==> src/rtl/swrc_pkg.sv <==
`timescale 1ns / 1ps
// ----------------------------------------------------------------------------
// swrc_pkg
// Shared types and constants of the stop-and-wait retransmit control unit.
// ----------------------------------------------------------------------------
package swrc_pkg;

    localparam int TICKS_W    = 20;
    localparam int FAILS_W    = 4;
    localparam int ID_W       = 8;
    localparam int CFG_IDX_W  = 1;
    localparam int CFG_DATA_W = TICKS_W;

    localparam logic [TICKS_W-1:0] TICKS_MAX     = '1;
    localparam logic [FAILS_W-1:0] FAILS_MAX     = '1;
    localparam logic [ID_W-1:0]    ID_MAX        = '1;
    localparam logic [TICKS_W-1:0] TIMEOUT_RESET = 20'd38400;
    localparam logic [FAILS_W-1:0] RETRY_RESET   = 4'd3;

    // configuration register indexes
    localparam logic [CFG_IDX_W-1:0] REG_ACK_TIMEOUT = 1'd0;
    localparam logic [CFG_IDX_W-1:0] REG_RETRY_LIMIT = 1'd1;

    // acknowledge class that counts as a failure
    localparam logic [1:0] CLS_INVALID_PKT = 2'd1;

    typedef enum logic [2:0] {
        ACT_TICK  = 3'd0,
        ACT_POLL  = 3'd1,
        ACT_ACK   = 3'd2,
        ACT_ALLOC = 3'd3,
        ACT_INIT  = 3'd4
    } t_action;

    typedef enum logic [2:0] {
        EV_NONE    = 3'd0,
        EV_SEND    = 3'd1,
        EV_RESEND  = 3'd2,
        EV_GAVE_UP = 3'd3,
        EV_ID      = 3'd4
    } t_event;

    typedef struct packed {
        logic [2:0] action;
        logic       queue_not_empty;
        logic       ack_has_code;
        logic [1:0] ack_class;
    } t_item;

    typedef struct packed {
        logic  valid;
        t_item item;
    } t_in_word;

    typedef struct packed {
        t_event            event_res;
        logic [ID_W-1:0]    packet_id;
        logic               waiting;
        logic [FAILS_W-1:0] retry_count;
    } t_result;

endpackage

==> src/rtl/swrc_if.sv <==
`timescale 1ns / 1ps
// ----------------------------------------------------------------------------
// swrc_in_if / swrc_out_if
// Valid/ready channels for input words and result words.
// ----------------------------------------------------------------------------
interface swrc_in_if;
    logic       valid;
    logic       ready;
    logic [2:0] action;
    logic       queue_not_empty;
    logic       ack_has_code;
    logic [1:0] ack_class;

    modport source (output valid, action, queue_not_empty, ack_has_code, ack_class,
                    input ready);
    modport sink   (input valid, action, queue_not_empty, ack_has_code, ack_class,
                    output ready);
endinterface

interface swrc_out_if;
    logic       valid;
    logic       ready;
    logic [2:0] event_res;
    logic [7:0] packet_id;
    logic       waiting;
    logic [3:0] retry_count;

    modport source (output valid, event_res, packet_id, waiting, retry_count,
                    input ready);
    modport sink   (input valid, event_res, packet_id, waiting, retry_count,
                    output ready);
endinterface

==> src/rtl/swrc_in_stage.sv <==
`timescale 1ns / 1ps
// ----------------------------------------------------------------------------
// swrc_in_stage
// Input register: takes a word whenever it is empty or moving on.
// ----------------------------------------------------------------------------
module swrc_in_stage (
    input  logic                i_clk,
    input  logic                i_rst_n,
    swrc_in_if.sink             i_item,
    input  logic                i_advance,
    output swrc_pkg::t_in_word  o_word
);

    logic            r_valid;
    swrc_pkg::t_item r_item;
    logic            w_take;

    assign i_item.ready = !r_valid || i_advance;
    assign w_take       = i_item.valid && i_item.ready;

    always_ff @(posedge i_clk) begin
        if (!i_rst_n) begin
            r_valid <= 1'b0;
        end else if (i_item.ready) begin
            r_valid <= i_item.valid;
        end
    end

    always_ff @(posedge i_clk) begin
        if (w_take) begin
            r_item.action          <= i_item.action;
            r_item.queue_not_empty <= i_item.queue_not_empty;
            r_item.ack_has_code    <= i_item.ack_has_code;
            r_item.ack_class       <= i_item.ack_class;
        end
    end

    assign o_word.valid = r_valid;
    assign o_word.item  = r_item;

endmodule

==> src/rtl/swrc_core.sv <==
`timescale 1ns / 1ps
// ----------------------------------------------------------------------------
// swrc_core
// Link state, configuration registers and the per-word update.
// ----------------------------------------------------------------------------
module swrc_core (
    input  logic                                i_clk,
    input  logic                                i_rst_n,
    input  logic                                i_fire,
    input  swrc_pkg::t_item                     i_item,
    input  logic                                i_cfg_we,
    input  logic [swrc_pkg::CFG_IDX_W-1:0]      i_cfg_idx,
    input  logic [swrc_pkg::CFG_DATA_W-1:0]     i_cfg_data,
    output swrc_pkg::t_result                   o_res
);

    logic [swrc_pkg::TICKS_W-1:0] r_timeout;
    logic [swrc_pkg::FAILS_W-1:0] r_retry_limit;

    logic                         r_await,  n_await;
    logic [swrc_pkg::FAILS_W-1:0] r_fail,   n_fail;
    logic [swrc_pkg::TICKS_W-1:0] r_ticks,  n_ticks;
    logic [swrc_pkg::ID_W-1:0]    r_id,     n_id;

    logic [swrc_pkg::FAILS_W-1:0] w_fail_inc;
    logic                         w_fail_path;
    swrc_pkg::t_event             w_event;

    always_ff @(posedge i_clk) begin
        if (!i_rst_n) begin
            r_timeout     <= swrc_pkg::TIMEOUT_RESET;
            r_retry_limit <= swrc_pkg::RETRY_RESET;
        end else if (i_cfg_we) begin
            unique case (i_cfg_idx)
                swrc_pkg::REG_ACK_TIMEOUT: r_timeout     <= i_cfg_data;
                swrc_pkg::REG_RETRY_LIMIT: r_retry_limit <= i_cfg_data[swrc_pkg::FAILS_W-1:0];
                default: ;
            endcase
        end
    end

    assign w_fail_inc = (r_fail == swrc_pkg::FAILS_MAX) ? r_fail : r_fail + 4'd1;

    always_comb begin
        n_await     = r_await;
        n_fail      = r_fail;
        n_ticks     = r_ticks;
        n_id        = r_id;
        w_fail_path = 1'b0;
        w_event     = swrc_pkg::EV_NONE;
        unique case (swrc_pkg::t_action'(i_item.action))
            swrc_pkg::ACT_TICK: begin
                if (r_ticks != swrc_pkg::TICKS_MAX) begin
                    n_ticks = r_ticks + 20'd1;
                end
            end
            swrc_pkg::ACT_POLL: begin
                if (r_await) begin
                    w_fail_path = (r_ticks > r_timeout);
                end else if (i_item.queue_not_empty) begin
                    n_await = 1'b1;
                    n_ticks = '0;
                    n_fail  = '0;
                    w_event = swrc_pkg::EV_SEND;
                end
            end
            swrc_pkg::ACT_ACK: begin
                if (i_item.ack_has_code) begin
                    if (i_item.ack_class == swrc_pkg::CLS_INVALID_PKT) begin
                        w_fail_path = 1'b1;
                    end else begin
                        n_await = 1'b0;
                    end
                end
            end
            swrc_pkg::ACT_ALLOC: begin
                // ids wrap from 255 to 1, never 0
                n_id    = (r_id == swrc_pkg::ID_MAX) ? 8'd1 : r_id + 8'd1;
                w_event = swrc_pkg::EV_ID;
            end
            swrc_pkg::ACT_INIT: begin
                n_id = '0;
            end
            default: ;
        endcase
        if (w_fail_path) begin
            n_fail = w_fail_inc;
            if (w_fail_inc > r_retry_limit) begin
                n_await = 1'b0;
                w_event = swrc_pkg::EV_GAVE_UP;
            end else begin
                n_await = 1'b1;
                n_ticks = '0;
                w_event = swrc_pkg::EV_RESEND;
            end
        end
    end

    always_ff @(posedge i_clk) begin
        if (!i_rst_n) begin
            r_await <= 1'b0;
            r_fail  <= '0;
            r_ticks <= '0;
            r_id    <= '0;
        end else if (i_fire) begin
            r_await <= n_await;
            r_fail  <= n_fail;
            r_ticks <= n_ticks;
            r_id    <= n_id;
        end
    end

    assign o_res.event_res   = w_event;
    assign o_res.packet_id   = n_id;
    assign o_res.waiting     = n_await;
    assign o_res.retry_count = n_fail;

endmodule

==> src/rtl/swrc_out_stage.sv <==
`timescale 1ns / 1ps
// ----------------------------------------------------------------------------
// swrc_out_stage
// Result register holding one word until the sink takes it.
// ----------------------------------------------------------------------------
module swrc_out_stage (
    input  logic              i_clk,
    input  logic              i_rst_n,
    input  logic              i_load,
    input  swrc_pkg::t_result i_res,
    output logic              o_free,
    swrc_out_if.source        o_res
);

    logic              r_valid;
    swrc_pkg::t_result r_res;

    // free when empty or the held word leaves this cycle
    assign o_free = !r_valid || o_res.ready;

    always_ff @(posedge i_clk) begin
        if (!i_rst_n) begin
            r_valid <= 1'b0;
        end else if (o_free) begin
            r_valid <= i_load;
        end
    end

    always_ff @(posedge i_clk) begin
        if (i_load) begin
            r_res <= i_res;
        end
    end

    assign o_res.valid       = r_valid;
    assign o_res.event_res   = r_res.event_res;
    assign o_res.packet_id   = r_res.packet_id;
    assign o_res.waiting     = r_res.waiting;
    assign o_res.retry_count = r_res.retry_count;

endmodule

==> src/rtl/stop_and_wait_retransmit_control_unit.sv <==
`timescale 1ns / 1ps
// ----------------------------------------------------------------------------
// stop_and_wait_retransmit_control_unit
// Transmit-side retransmit control of a stop-and-wait link: send, timeout,
// resend or give up, and packet id allocation.
//
//   channel   dir  handshake          payload
//   i_item    in   valid/ready        action, queue_not_empty, ack_has_code, ack_class
//   o_res     out  valid/ready        event_res, packet_id, waiting, retry_count
//   config    in   i_cfg_we           i_cfg_idx, i_cfg_data
//
// One word per cycle while the result stage is not stalled; a result passes
// through the input register, then the state update into the result register,
// from which it is offered on o_res.
// Reset clears both stages and the link state and loads the register defaults.
// A stalled result holds the result register; the input register still takes
// one more word if it is empty, then input ready drops until the result moves on.
// ----------------------------------------------------------------------------
module stop_and_wait_retransmit_control_unit (
    input  logic                            i_clk,
    input  logic                            i_rst_n,
    swrc_in_if.sink                         i_item,
    swrc_out_if.source                      o_res,
    input  logic                            i_cfg_we,
    input  logic [swrc_pkg::CFG_IDX_W-1:0]  i_cfg_idx,
    input  logic [swrc_pkg::CFG_DATA_W-1:0] i_cfg_data
);

    swrc_pkg::t_in_word w_word;
    swrc_pkg::t_result  w_res;
    logic               w_free;
    logic               w_fire;

    assign w_fire = w_word.valid && w_free;

    swrc_in_stage u_in_stage (
        .i_clk     (i_clk),
        .i_rst_n   (i_rst_n),
        .i_item    (i_item),
        .i_advance (w_free),
        .o_word    (w_word)
    );

    swrc_core u_core (
        .i_clk      (i_clk),
        .i_rst_n    (i_rst_n),
        .i_fire     (w_fire),
        .i_item     (w_word.item),
        .i_cfg_we   (i_cfg_we),
        .i_cfg_idx  (i_cfg_idx),
        .i_cfg_data (i_cfg_data),
        .o_res      (w_res)
    );

    swrc_out_stage u_out_stage (
        .i_clk   (i_clk),
        .i_rst_n (i_rst_n),
        .i_load  (w_fire),
        .i_res   (w_res),
        .o_free  (w_free),
        .o_res   (o_res)
    );

`ifndef NO_ASSERTIONS
    // a new result only follows a held input word
    a_res_from_word: assert property (@(posedge i_clk) disable iff (!i_rst_n)
        $rose(o_res.valid) |-> $past(w_word.valid))
        else $error("result appeared without an input word");

    // a held input word is not dropped while the result stage is blocked
    a_word_held: assert property (@(posedge i_clk) disable iff (!i_rst_n)
        w_word.valid && !w_free |=> w_word.valid)
        else $error("input word lost under stall");

    // a send or resend leaves the link waiting, a give-up leaves it idle
    a_wait_flag: assert property (@(posedge i_clk) disable iff (!i_rst_n)
        w_fire && (w_res.event_res == swrc_pkg::EV_SEND ||
                   w_res.event_res == swrc_pkg::EV_RESEND) |=> o_res.waiting)
        else $error("send without waiting flag");

    a_gave_up: assert property (@(posedge i_clk) disable iff (!i_rst_n)
        o_res.valid && o_res.event_res == swrc_pkg::EV_GAVE_UP |->
            !o_res.waiting && o_res.retry_count != '0)
        else $error("give-up with inconsistent state");

    // allocated ids are never zero
    a_id_nonzero: assert property (@(posedge i_clk) disable iff (!i_rst_n)
        o_res.valid && o_res.event_res == swrc_pkg::EV_ID |-> o_res.packet_id != '0)
        else $error("zero packet id allocated");
`endif

endmodule
==> src/flat_wrapper.sv <==
// flat-port wrapper written by rule: the top's interface ports become plain ports
module stop_and_wait_retransmit_control_unit_flat 
  (i_clk, i_rst_n, i_cfg_we, i_cfg_idx, i_cfg_data, i_item_valid, i_item_action, i_item_queue_not_empty, i_item_ack_has_code, i_item_ack_class, i_item_ready, o_res_valid, o_res_event_res, o_res_packet_id, o_res_waiting, o_res_retry_count, o_res_ready);
  swrc_in_if i_item_i ();
  swrc_out_if o_res_i ();
  input  logic i_clk;
  input  logic i_rst_n;
  input  logic i_cfg_we;
  input  logic [swrc_pkg::CFG_IDX_W-1:0] i_cfg_idx;
  input  logic [swrc_pkg::CFG_DATA_W-1:0] i_cfg_data;
  input wire logic [$bits(i_item_i.valid)-1:0] i_item_valid;
  input wire logic [$bits(i_item_i.action)-1:0] i_item_action;
  input wire logic [$bits(i_item_i.queue_not_empty)-1:0] i_item_queue_not_empty;
  input wire logic [$bits(i_item_i.ack_has_code)-1:0] i_item_ack_has_code;
  input wire logic [$bits(i_item_i.ack_class)-1:0] i_item_ack_class;
  output wire logic [$bits(i_item_i.ready)-1:0] i_item_ready;
  output wire logic [$bits(o_res_i.valid)-1:0] o_res_valid;
  output wire logic [$bits(o_res_i.event_res)-1:0] o_res_event_res;
  output wire logic [$bits(o_res_i.packet_id)-1:0] o_res_packet_id;
  output wire logic [$bits(o_res_i.waiting)-1:0] o_res_waiting;
  output wire logic [$bits(o_res_i.retry_count)-1:0] o_res_retry_count;
  input wire logic [$bits(o_res_i.ready)-1:0] o_res_ready;
  assign i_item_i.valid = i_item_valid;
  assign i_item_i.action = i_item_action;
  assign i_item_i.queue_not_empty = i_item_queue_not_empty;
  assign i_item_i.ack_has_code = i_item_ack_has_code;
  assign i_item_i.ack_class = i_item_ack_class;
  assign i_item_ready = i_item_i.ready;
  assign o_res_valid = o_res_i.valid;
  assign o_res_event_res = o_res_i.event_res;
  assign o_res_packet_id = o_res_i.packet_id;
  assign o_res_waiting = o_res_i.waiting;
  assign o_res_retry_count = o_res_i.retry_count;
  assign o_res_i.ready = o_res_ready;
  stop_and_wait_retransmit_control_unit u_core (.i_clk(i_clk), .i_rst_n(i_rst_n), .i_item(i_item_i), .o_res(o_res_i), .i_cfg_we(i_cfg_we), .i_cfg_idx(i_cfg_idx), .i_cfg_data(i_cfg_data));
endmodule
==> config.mk <==
export PLATFORM = sky130hd
export DESIGN_NAME = stop_and_wait_retransmit_control_unit_flat
export DESIGN_NICKNAME = d
export VERILOG_FILES = /design/src/rtl/swrc_pkg.sv /design/src/rtl/swrc_if.sv /design/src/rtl/swrc_in_stage.sv /design/src/rtl/swrc_core.sv /design/src/rtl/swrc_out_stage.sv /design/src/rtl/stop_and_wait_retransmit_control_unit.sv /design/src/flat_wrapper.sv
export SDC_FILE = /design/constraint.sdc
export NUM_CORES = 1
export LEC_CHECK = 0
export BUFFER_PORTS_ARGS = -buffer_cell sky130_fd_sc_hd__clkbuf_2
export CAP_MARGIN = 10
export CORE_MARGIN = 2
export CORE_UTILIZATION = 63
export DETAILED_ROUTE_END_ITERATION = 10
export GPL_ROUTABILITY_DRIVEN = 0
export PLACE_DENSITY = 0.85
export SYNTH_ARGS = -nofsm -noshare
export SYNTH_HDL_FRONTEND = slang
export SYNTH_HIERARCHICAL = 1
export SYNTH_SLANG_ARGS = --single-unit
==> constraint.sdc <==
create_clock -name i_clk -period 5.8 [get_ports i_clk]
set_input_delay 0.58 -clock i_clk [delete_from_list [all_inputs] [get_ports i_clk]]
set_output_delay 0.58 -clock i_clk [all_outputs]
set_load 0.02 [all_outputs]
# Word level (Yosys, flattened, before mapping)
# Cells that the tools add are included.
# op_classes
add_sub_neg	3
order_cmp	2
n_eq_ne	8
mux	29
bitwise	1
n_reduce_logical	9
# op_table
op	n
two-way mux 20 bit	5
case mux 20 bit (2 select lines)	1
adder 20 x 1 -> 20 bit, second input constant	1
> comparator 20 bit	1
two-way mux 4 bit	5
inequality test 20 bit, second input constant	1
case mux 8 bit (2 select lines)	1
two-way mux 1 bit	12
adder 8 x 1 -> 8 bit, second input constant	1
== test 8 bit, second input constant	1
two-way mux 8 bit	1
== test 3 x 2 -> 1 bit, second input constant	2
case mux 3 bit (2 select lines)	1
adder 4 x 1 -> 4 bit, second input constant	1
== test 4 bit, second input constant	1
> comparator 4 bit	1
case mux 1 bit (2 select lines)	2
AND reduction 2 bit	2
== test 3 x 1 -> 1 bit, second input constant	1
== test 3 bit, second input constant	1
zero test 3 bit	1
two-way mux 3 bit	1
== test 2 x 1 -> 1 bit, second input constant	1
logical AND 1 bit	2
other kinds (3)	5
# word_totals
reg_bits	82
out_inout_bits	18
elab_cells	68

# Longest topological paths before layout
# Gate-level depths: netlist of run 1.
# depth
ltp_word	5
ltp_mapped	10
ltp_nobuf	10

# Cells and area by module
# The synthesis of run 1 kept the hierarchy.
# modules_own_cells
mod	n_inst	cells_each	area_each_um2	seq_area_each_um2
swrc_core	1	488	3747.3	1141.1
swrc_out_stage	1	20	529.3	500.5
swrc_in_stage	1	13	275.3	230.2
stop_and_wait_retransmit_control_unit	1	1	6.3	0.0

# Least setup slack after synthesis of run 1
# OpenSTA, ideal clock, no wires.
# synth_path
path_kind	register to register
from	reg u_core/u_core/r_fail[0] (netlist name)
to	reg u_core.u_out_stage.r_res, in the netlist u_core/u_out_stage/o_res.waiting (data pin)
arrival_time_ns	2.248
t_required_ns	5.549
slack_ns	3.301
path_stages_with_launch	11
synth_period_minus_slack_ns	2.499
path_cell_list	dfxtp_1 ha_1 nand3_1 mux2i_1 inv_1 ha_1 nor2b_1 o21ai_0 a32oi_1 a21oi_1 buf_4
# synth_between
elab_chain_len	5
# synth_lines
item	line	text
start: declaration	swrc_core.sv:21	logic [swrc_pkg::FAILS_W-1:0] r_fail, n_fail;
start signal: assignment	swrc_core.sv:107	r_fail <= n_fail;
adder 4 x 1 -> 4 bit or == test 4 bit (tied branches)	swrc_core.sv:42	assign w_fail_inc = (r_fail == swrc_pkg::FAILS_MAX) ? r_fail : r_fail + 4'd1;
two-way mux 4 bit *	swrc_core.sv:42	
> comparator 4 bit *	swrc_core.sv:88	if (w_fail_inc > r_retry_limit) begin
two-way mux 1 bit *	swrc_core.sv:88	
two-way mux 1 bit *	swrc_core.sv:86	if (w_fail_path) begin
via u_core.u_core.n_await	swrc_core.sv:20	logic r_await, n_await;
end signal: assignment	swrc_out_stage.sv:31	r_res <= i_res;
end: declaration	swrc_out_stage.sv:16	swrc_pkg::t_result r_res;
# Mark *: on every way through the listed nets, which the timed path passes. The rest lies on a longest branch.
# A chain may end at the register's enable or synchronous reset.

# Worst setup path after layout of run 1
# layout_path
from	reg u_core/u_core/r_fail[0] (netlist name)
to	reg u_core/u_core/r_ticks[13] (netlist name)
# layout_between
elab_chain_len	5
# layout_lines
item	line	text
adder 4 x 1 -> 4 bit or == test 4 bit (tied branches)	swrc_core.sv:42	
two-way mux 4 bit *	swrc_core.sv:42	
> comparator 4 bit *	swrc_core.sv:88	
two-way mux 20 bit *	swrc_core.sv:88	
two-way mux 20 bit *	swrc_core.sv:86	
end signal: assignment	swrc_core.sv:108	r_ticks <= n_ticks;
end: declaration	swrc_core.sv:22	logic [swrc_pkg::TICKS_W-1:0] r_ticks, n_ticks;
# Mark *: on every way between the ends. The rest lies on a longest branch, timed or not.

==> results.cfg, run 1 <==
[sta]
finalWorstPathRequiredPeriod_ns = 3.12
worst_hold_margin_ns = 0.397
unrepaired_setup_endpoints_after_global_routing = false
slew-limit-headroom_pct = 33.7
tightestPinTransition_ns = 0.991
fin_skew_ns = 0.00744
slew_viol_final = 0
timing_hold_violations_final = 0
setup_tns_ns = 0
timing.final.ws_setup_ns = 2.68
timing.final.crit_share_pct = 53.8
fmax_mhz = 320
report.final.setup_viol = 0

[clock_tree]
clock_latency_ns = 0.36
cts_post_setup_buffers_inserted = 0
cts_sinks = 82
post_cts.resized_instances = 0
clock-root-buffer = sky130_fd_sc_hd__clkbuf_8
holdBufCountCts = 0
tritoncts_clock_tree = built
ctsLongestPathBuffers = 2
numCtsBuffers = 9
htree_levels = 3
clk_pin_slew_ns = 0.09

[synthesis]
synth_ff_type = sky130_fd_sc_hd__dfxtp_1
synthDominantCellAreaShare_pct = 25.9
post_synth_inst_count = 522
synthesis.area_um2 = 4560
synth-warning-count = 6
yosys.area.top_type = sky130_fd_sc_hd__dfxtp_1
synth_nets = 582
post_synth_num_cell_types = 68
synth.top_cells.by_area = sky130_fd_sc_hd__dfxtp_1 (26%), sky130_fd_sc_hd__edfxtp_1 (15%), sky130_fd_sc_hd__ha_1 (7.4%)
post_synthesis_register_bit_count = 82
synth-edff-count = 23
synth_sequential_area_ratio_pct = 41.1
postSynthAreaPerCell_um2 = 8.73
ys_async_sr_fraction_pct = 0

[setup_path]
critical_path.endpoint_type = register
crit_path_dat_ns = 3.32
cpPeakStageDelay_ns = 0.72
crit_slowest_cell = sky130_fd_sc_hd__o31ai_1
critPathMostFrequentCell = sky130_fd_sc_hd__ha_1
path_class = register to register
critPathLaunchType = register
cp_max_fo = 7
crit_path_cell_trace = ha_1 -> nand3_1 -> mux2i_1 -> inv_1 -> ha_1 -> nor2b_1 -> o21ai_0 -> a32oi_1 -> o31ai_1 -> a211oi_1
worstPathRequired_ns = 6.00

[placement]
dp_hpwl_um = 7760
place_ws_ns = 2.79
io_buffer_count = 50
place.detailed.instances = 652

[floorplanning]
floorplan.die.width_um = 89.1
core_um2 = 7140
initial_utilization_pct = 63.9
fp.dieArea_um2 = 7930
rows = 31
die_y_um = 89.1
num_io_pins = 51

[global_route]
vias_in_the_first_global_route = 3948
globalRoute.totalOverflow = 0
antenna_violations_before_repair = 0
grt_pass1_wl_um = 18300
grt_start_max_net_pins = 30
gr-usage-all-layers_pct = 29.1

[status]
outcome = finished, final reports clean

[cells_and_area]
drive_gt1_share_pct = 16.0
most_frequent_standard_cell_in_the_layout_excluding_fill_and_tap_cells = sky130_fd_sc_hd__nand2_1
flow.area_growth_from_synthesis_pct = 9.61
antenna_cells_inserted = 0
count_of_placed_standard_cells_in_the_final_layout_fillers_left_out = 668
design.final.nets = 624
layout.cells.most_common_list = sky130_fd_sc_hd__nand2_1 (76), sky130_fd_sc_hd__dfxtp_1 (59), sky130_fd_sc_hd__clkbuf_2 (50), sky130_fd_sc_hd__a21oi_1 (50), sky130_fd_sc_hd__inv_1 (34)

[routing]
drt.antenna.violating_nets = 0
remaining_drc_errors = 0
wl_per_cell_um = 16.5
via_per_inst = 6.28
vias = 4198
first_pass_iters = 7
drt-total-wl_um = 11000
number_of_drc_markers_after_the_initial_detailed_route_iteration = 460

[pwr]
sw_frac_of_total_pct = 26.0
power.density_cell_area_nw_per_um2 = 228
leakage_nw = 1.99
comb_power_share_pct = 9.2
p_int_mw = 0.844
seq_power_share_pct = 54.2
ir_drop_mv = 0.123
power.share.clock_pct = 36.7
power.switching_mw = 0.297

[hold_path]
hold_path.class = input port to register

[flow_run]
timing.max_cap.violations = 0
[state kept, by name, indices dropped and copies added (netlist names)]
name,count
u_core/u_in_stage/r_valid,1
u_core/u_core/r_id,8
u_core/u_out_stage/o_res.retry_count,4
u_core/u_in_stage/o_word,7
u_core/u_out_stage/o_res.valid,1
u_core/u_out_stage/o_res.packet_id,8
u_core/u_out_stage/o_res.event_res,3
u_core/u_core/r_timeout,20
u_core/u_core/r_fail,4
u_core/u_out_stage/o_res.waiting,1
u_core/u_core/r_ticks,20
u_core/u_core/r_retry_limit,4
u_core/u_core/r_await,1
[logic make-up after synthesis]
family | synth area share (%)
adders and majority gates | 7.41
DFF | 41.1
and+or+nand+nor | 21.2
muxes | 1.10
xor gates and xnor gates | 0.384
AOI/OAI and AO/OA | 22.6
buffers and inverters | 6.23
[final timing paths]
check                              from                          end  slack [ns]  cells after the start
max             u_core/u_core/r_fail[0]    u_core/u_core/r_ticks[13]        2.68                     10
min                    i_item_action[0]  u_core/u_in_stage/o_word[4]        0.40                      1
max reg2reg     u_core/u_core/r_fail[0]    u_core/u_core/r_ticks[13]        2.68                     10
min reg2reg  u_core/u_core/r_timeout[1]   u_core/u_core/r_timeout[1]        0.46                      2
[power groups by stage]
stage | clock network [mW] | logic [mW] | registers [mW]
after global routing | 0.453 | 0.116 | 0.620
final | 0.418 | 0.105 | 0.618
after floorplan | 0 | 0.0676 | 0.634
after detailed placement | 0 | 0.102 | 0.631
after CTS | 0.420 | 0.104 | 0.618
after global placement | 0 | 0.0982 | 0.631
[routing by layer]
layer	vias up	GRT usage, %	share of wire (%)	wire, um
li1	1989	-	-	-
met1	1959	35.7	41	4500
met2	210	50.0	49	5450
met3	40	7.02	7.0	767
met4	0	10.4	2.8	309
met5	-	0	0	0
[critical path: cells and delay by family (launching register included)]
kind	cells	cell delay [ns]
fa+ha+maj	2	0.56
flops	1	0.43
compound gates	4	1.39
mux	1	0.21
buf+inv	1	0.08
simple gates	2	0.29
[per-stage QoR]
step | util [%] | total power [mW] | instance area, um^2
3_3_place_gp | 67.3 | 0.729 | 4800
6_report | 70.0 | 1.14 | 5000
4_1_cts | 70.0 | 1.14 | 5000
3_5_place_dp | 67.3 | 0.733 | 4800
2_1_floorplan | - | 0.702 | 4560
5_1_grt | 70.0 | 1.19 | 5000
[cell usage after synthesis (all sizes together), types with 9 or more instances]
| cell type | n |
|---|---|
| dfxtp | 59 |
| nand2 | 76 |
| a21oi | 50 |
| o21ai | 35 |
| ha | 27 |
| inv | 35 |
| edfxtp | 23 |
| clkbuf | 17 |
| nor2 | 30 |
| and3 | 9 |
| nand3 | 27 |
[cell type report]
| type | instances | area [um^2] |
|---|---|---|
| sequential | 82 | 1870 |
| tap | 99 | 124 |
| multi-input combinational | 383 | 2400 |
| fill | 587 | 2140 |
| clock inverter | 6 | 66.3 |
| inverter | 35 | 131 |
| clock buffer | 10 | 128 |
| timing repair buffer | 53 | 273 |
(Power assumes the default switching activity.)
==> inputs of run 2 (changes only) <==
--- a/config.mk
+++ b/config.mk
@@ -8,10 +8,10 @@
 export BUFFER_PORTS_ARGS = -buffer_cell sky130_fd_sc_hd__clkbuf_2
 export CAP_MARGIN = 10
 export CORE_MARGIN = 2
-export CORE_UTILIZATION = 63
+export CORE_UTILIZATION = 53
 export DETAILED_ROUTE_END_ITERATION = 10
 export GPL_ROUTABILITY_DRIVEN = 0
-export PLACE_DENSITY = 0.85
+export PLACE_DENSITY = 0.76
 export SYNTH_ARGS = -nofsm -noshare
 export SYNTH_HDL_FRONTEND = slang
 export SYNTH_HIERARCHICAL = 1
==> constraint.sdc (replaced) <==
create_clock -name i_clk -period 2.6 [get_ports i_clk]
set_input_delay 0.26 -clock i_clk [delete_from_list [all_inputs] [get_ports i_clk]]
set_output_delay 0.26 -clock i_clk [all_outputs]
set_load 0.02 [all_outputs]
==> run 2 against run 1 <==
The run now ends with negative setup slack left; sequential power increased by 120%; hold slack got worse by 0.32 ns; non-clock buffer count increased by 37; final cell count rose by 6.4%; critical path depth shrank 1; largest cell class unchanged.
==> results.cfg, run 2 (synthesis gave the netlist of run 1 again) <==
[flow_run]
timing.max_cap.violations = 0

[cells_and_area]
layout.cells.most_common_list = sky130_fd_sc_hd__nand2_1 (76), sky130_fd_sc_hd__dfxtp_1 (53), sky130_fd_sc_hd__clkbuf_2 (50)
area_used_by_multi_input_combinational_logic_um2 = 2510
design_area_um2 = 5400
regArea_um2 = 1880
antenna_cells_inserted = 0
most_frequent_standard_cell_in_the_layout_excluding_fill_and_tap_cells = sky130_fd_sc_hd__nand2_1
num-fill-cells = 710
design.final.nets = 661
reg.largest.list = u_core/u_core/r_ticks: 20 flops, u_core/u_core/r_timeout: 20 flops
flow.area_growth_from_synthesis_pct = 18.5
drive_gt1_share_pct = 24.3

[clock_tree]
clock_latency_ns = 0.36
clock-root-buffer = sky130_fd_sc_hd__clkbuf_8
tritoncts_clock_tree = built
cts_sinks = 82
ctsLongestPathBuffers = 2
htree_levels = 3
clk_pin_slew_ns = 0.09
numCtsBuffers = 9
holdBufCountCts = 0

[global_route]
gr-usage-all-layers_pct = 24.4
grt_start_max_net_pins = 25
antenna_violations_before_repair = 0
globalRoute.totalOverflow = 0
grt_pass1_wl_um = 18800
vias_in_the_first_global_route = 4107

[sta]
fin_skew_ns = 0.0127
timing.final.ws_setup_ns = -0.00608
timing.final.crit_share_pct = 100
setup_tns_ns = -0.0104
timing_hold_violations_final = 0
fmax_mhz = 384
tightestPinTransition_ns = 0.663
report.final.setup_viol = 3
slew_viol_final = 0
slew-limit-headroom_pct = 55.8
unrepaired_setup_endpoints_after_global_routing = true
finalWorstPathRequiredPeriod_ns = 2.61

[hold_path]
hold_path.class = input port to register

[status]
violated_checks = negative setup slack
outcome = complete, but fails checks

[setup_path]
worstPathRequired_ns = 2.88
critPathBufInv = 2
cp_max_fo = 7
critPathLaunchType = register
path_class = register to register
critical_path.endpoint_type = register
crit_path_dat_ns = 2.89
cp_top_family = compound AO/OA/AOI/OAI gates
crit_path_cell_trace = ha_4 -> nand4_1 -> or4bb_4 -> o31a_4 -> o41ai_4 -> buf_12 -> inv_2 -> a211o_1 -> a21oi_1
crit_slowest_cell = sky130_fd_sc_hd__or4bb_4
cpPeakStageDelay_ns = 0.59

[floorplanning]
rows = 33
fp.dieArea_um2 = 9360
floorplan.die.width_um = 96.7
core_um2 = 8260
num_io_pins = 51
die_y_um = 96.7
initial_utilization_pct = 55.2

[pwr]
power.density_cell_area_nw_per_um2 = 455
ir_drop_mv = 0.227
finalPower_mw = 2.46
leakage_nw = 2.20

[placement]
place_ws_ns = -0.154
dp_hpwl_um = 8500
placedInstanceArea_um2 = 5050
io_buffer_count = 50

[routing]
drt.antenna.violating_nets = 0
wl_per_cell_um = 16.5
vias = 4287
drt-total-wl_um = 11700
first_pass_iters = 6
remaining_drc_errors = 0
number_of_drc_markers_after_the_initial_detailed_route_iteration = 355
via_per_inst = 6.03
[run 2: layout make-up]
cell class / instances / area share, %
multi-input combinational: 383 / 46.5
sequential: 82 / 34.8
timing repair buffer: 90 / 10.7
inverter: 35 / 2.43
tap: 105 / 2.43
clock buffer: 9 / 2.29
clock inverter: 7 / 0.834
[run 2: metal layers]
metal	part of all wire [%]	track usage, %	vias to the layer above
met5	0	0	-
met4	3.0	10.7	0
met3	6.1	3.11	37
met2	50	43.0	171
met1	41	29.9	2004
li1	-	-	2075
[run 2: per-stage QoR]
stage	util (%)	hold WS, ns	instances
detailed placement	61.2	0.439	690
CTS	64.0	0.0663	708
global placement	61.2	0.439	690
floorplan	-	0.359	522
global route	65.4	0.0712	711
finish	65.4	0.0759	711
[run 2: final timing paths]
path	start	cells past startpoint	endpoint	slack, ns
worst max-delay path	u_core/u_core/r_ticks[15]	9	u_core/u_core/r_ticks[14]	-0.006
worst min-delay path	i_item_action[2]	1	u_core/u_in_stage/o_word[6]	0.08
worst max register to register	u_core/u_core/r_ticks[15]	9	u_core/u_core/r_ticks[14]	-0.006
worst min register to register	u_core/u_core/r_timeout[16]	2	u_core/u_core/r_timeout[16]	0.46
[run 2: repair_timing]
| action | 4_1_cts | 5_1_grt |
|---|---|---|
| endpoints found under the setup margin | 30 | 28 |
| buffers inserted | 2 | 3 |
| pin swaps | 2 | 7 |
| gates resized for setup | 6 | 17 |
| gates cloned | 0 | 1 |
[run 2: where the power goes]
part	total, mW	switching, mW	internal, mW
sequential	1.37	0.0207	1.35
clock	0.819	0.474	0.345
combinational	0.268	0.165	0.103
total	2.46	0.659	1.80
==> inputs of run 3 (changes only) <==
--- a/config.mk
+++ b/config.mk
@@ -12,6 +12,7 @@
 export DETAILED_ROUTE_END_ITERATION = 10
 export GPL_ROUTABILITY_DRIVEN = 0
 export PLACE_DENSITY = 0.76
+export REMOVE_ABC_BUFFERS = 1
 export SYNTH_ARGS = -nofsm -noshare
 export SYNTH_HDL_FRONTEND = slang
 export SYNTH_HIERARCHICAL = 1
==> run 3 against run 2 <==
The flow still finishes with violations (negative setup slack); worst setup slack worse by 0.070 ns; design area grew 3.8%; total power up 4.3%; via count grew 3.1%; maximum frequency fell by 2.6%; wire length up 3.6%; combinational power grew 7%; register-to-register slack worse by 0.07 ns; final cell count up 2.0%; sequential power about the same; critical path depth stayed put.
==> results.cfg, run 3 (synthesis gave the netlist of run 1 again) <==
[routing]
vias = 4419
drt.antenna.violating_nets = 0
via_per_inst = 6.10
first_pass_iters = 5
wl_per_cell_um = 16.7
remaining_drc_errors = 0
number_of_drc_markers_after_the_initial_detailed_route_iteration = 395
drt-total-wl_um = 12100

[global_route]
grt_pass1_wl_um = 19000
gr-usage-all-layers_pct = 24.7
antenna_violations_before_repair = 0
grt_start_max_net_pins = 30
vias_in_the_first_global_route = 4161
globalRoute.totalOverflow = 0

[cells_and_area]
flow.area_growth_from_synthesis_pct = 23.0
num-fill-cells = 700
reg.largest.list = u_core/u_core/r_ticks: 20 flops, u_core/u_core/r_timeout: 20 flops
design.final.nets = 675
most_frequent_standard_cell_in_the_layout_excluding_fill_and_tap_cells = sky130_fd_sc_hd__nand2_1
regArea_um2 = 1880
design_area_um2 = 5610
antenna_cells_inserted = 0
drive_gt1_share_pct = 28.4
count_of_placed_standard_cells_in_the_final_layout_fillers_left_out = 725
area_used_by_multi_input_combinational_logic_um2 = 2610
layout.cells.most_common_list = sky130_fd_sc_hd__nand2_1 (76), sky130_fd_sc_hd__clkbuf_2 (50), sky130_fd_sc_hd__buf_4 (50)
finish.utilization_pct = 67.9

[floorplanning]
die_y_um = 96.7
rows = 33
fp.dieArea_um2 = 9360
floorplan.die.width_um = 96.7
core_um2 = 8260
num_io_pins = 51
initial_utilization_pct = 55.2

[setup_path]
critPathLaunchType = register
cpPeakStageDelay_ns = 0.60
path_class = register to register
critical_path.endpoint_type = register
crit_path_cell_trace = ha_1 -> nand4_1 -> or4bb_4 -> o31a_4 -> o41ai_4 -> buf_6 -> buf_4 -> buf_4 -> o21ai_0
crit_slowest_cell = sky130_fd_sc_hd__or4bb_4
cp_max_fo = 9
critPathMostFrequentCell = sky130_fd_sc_hd__buf_4
worstPathRequired_ns = 2.70
rr_worst_depth = 9
crit_path_dat_ns = 2.77

[clock_tree]
clock-root-buffer = sky130_fd_sc_hd__clkbuf_8
clk_pin_slew_ns = 0.08
htree_levels = 3
ctsLongestPathBuffers = 2
cts_sinks = 82
numCtsBuffers = 9
clock_latency_ns = 0.37
tritoncts_clock_tree = built

[pwr]
p_int_mw = 1.90
leakage_nw = 2.27
power.share.clock_pct = 35.3
comb_power_share_pct = 11.2
seq_power_share_pct = 53.5
power.density_cell_area_nw_per_um2 = 457
power.switching_mw = 0.660
finalPower_mw = 2.57
sw_frac_of_total_pct = 25.7
ir_drop_mv = 0.239

[sta]
setup_tns_ns = -0.568
tightestPinTransition_ns = 0.689
finalWorstPathRequiredPeriod_ns = 2.68
fmax_mhz = 374
slew_viol_final = 0
unrepaired_setup_endpoints_after_global_routing = true
worst_hold_margin_ns = 0.0653
slew-limit-headroom_pct = 54.1
timing.final.ws_setup_ns = -0.0757
timing_hold_violations_final = 0
fin_skew_ns = 0.0106
report.final.setup_viol = 16
timing.final.crit_share_pct = 103

[status]
outcome = complete, but fails checks
violated_checks = negative setup slack

[placement]
place_ws_ns = -0.176
place.detailed.instances = 696
placedInstanceArea_um2 = 5090
dp_hpwl_um = 8380
io_buffer_count = 50

[hold_path]
hold_path.class = input port to register
worst_hold_path.num_cells = 1

[flow_run]
timing.max_cap.violations = 0
## run 3: cell count changes in the layout (fill, tap and decap cells not counted), moves of 3 or more
| cell | previous run | this run |
|---|---|---|
| sky130_fd_sc_hd__a41oi_1 | 5 | 2 |
| sky130_fd_sc_hd__a41oi_2 | 0 | 3 |
| sky130_fd_sc_hd__buf_4 | 38 | 50 |
| sky130_fd_sc_hd__buf_6 | 0 | 4 |
| sky130_fd_sc_hd__dfxtp_1 | 53 | 49 |
| sky130_fd_sc_hd__dfxtp_2 | 6 | 10 |
## run 3: power by group through the flow
stage / registers [mW] / logic, mW / clock network [mW]
detailed placement: 1.40 / 0.253 / 0
CTS: 1.37 / 0.259 / 0.923
global route: 1.38 / 0.314 / 0.976
floorplan: 1.42 / 0.129 / 0
finish: 1.37 / 0.287 / 0.905
global placement: 1.40 / 0.247 / 0
## run 3: area by class of cell
cell class	instances	share of cell area, %
Multi-Input combinational cell	383	46.5
Sequential cell	82	33.6
Timing Repair Buffer	104	12.0
Inverter	35	2.34
Tap cell	105	2.34
Clock buffer	10	2.28
Clock inverter	6	1.00
## run 3: repair_timing
action	CTS	global route
resized for setup	11	37
gates cloned	0	0
endpoints found under the setup margin	23	30
hold buffers	0	0
pin swaps	2	23
buffers inserted	4	9
## run 3: worst max-delay path: cells and delay by family (launching register included)
family	cells	cell delay, ns
buf+inv	3	0.41
compound gates	3	0.55
flops	1	0.38
simple gates	2	0.76
fa+ha+maj	1	0.30
## run 3: routing by layer
metal  vias up  part of all wire, %  GRT usage, %
met2       209                   49          41.0
met5         -                    0             0
li1       2090                    -             -
met3        52                  6.5          5.49
met1      2068                   41          30.5
met4         0                  3.2          11.8
## run 3: path summary, 6_finish.rpt
check                                                 from                                     to  slack, ns
worst min register to register  u_core/u_core/r_timeout[8]             u_core/u_core/r_timeout[8]       0.46
worst min-delay path                      i_item_action[0]            u_core/u_in_stage/o_word[4]       0.07
worst max-delay path             u_core/u_core/r_ticks[16]  u_core/u_out_stage/o_res.event_res[0]      -0.08
worst max register to register   u_core/u_core/r_ticks[16]  u_core/u_out_stage/o_res.event_res[0]      -0.08
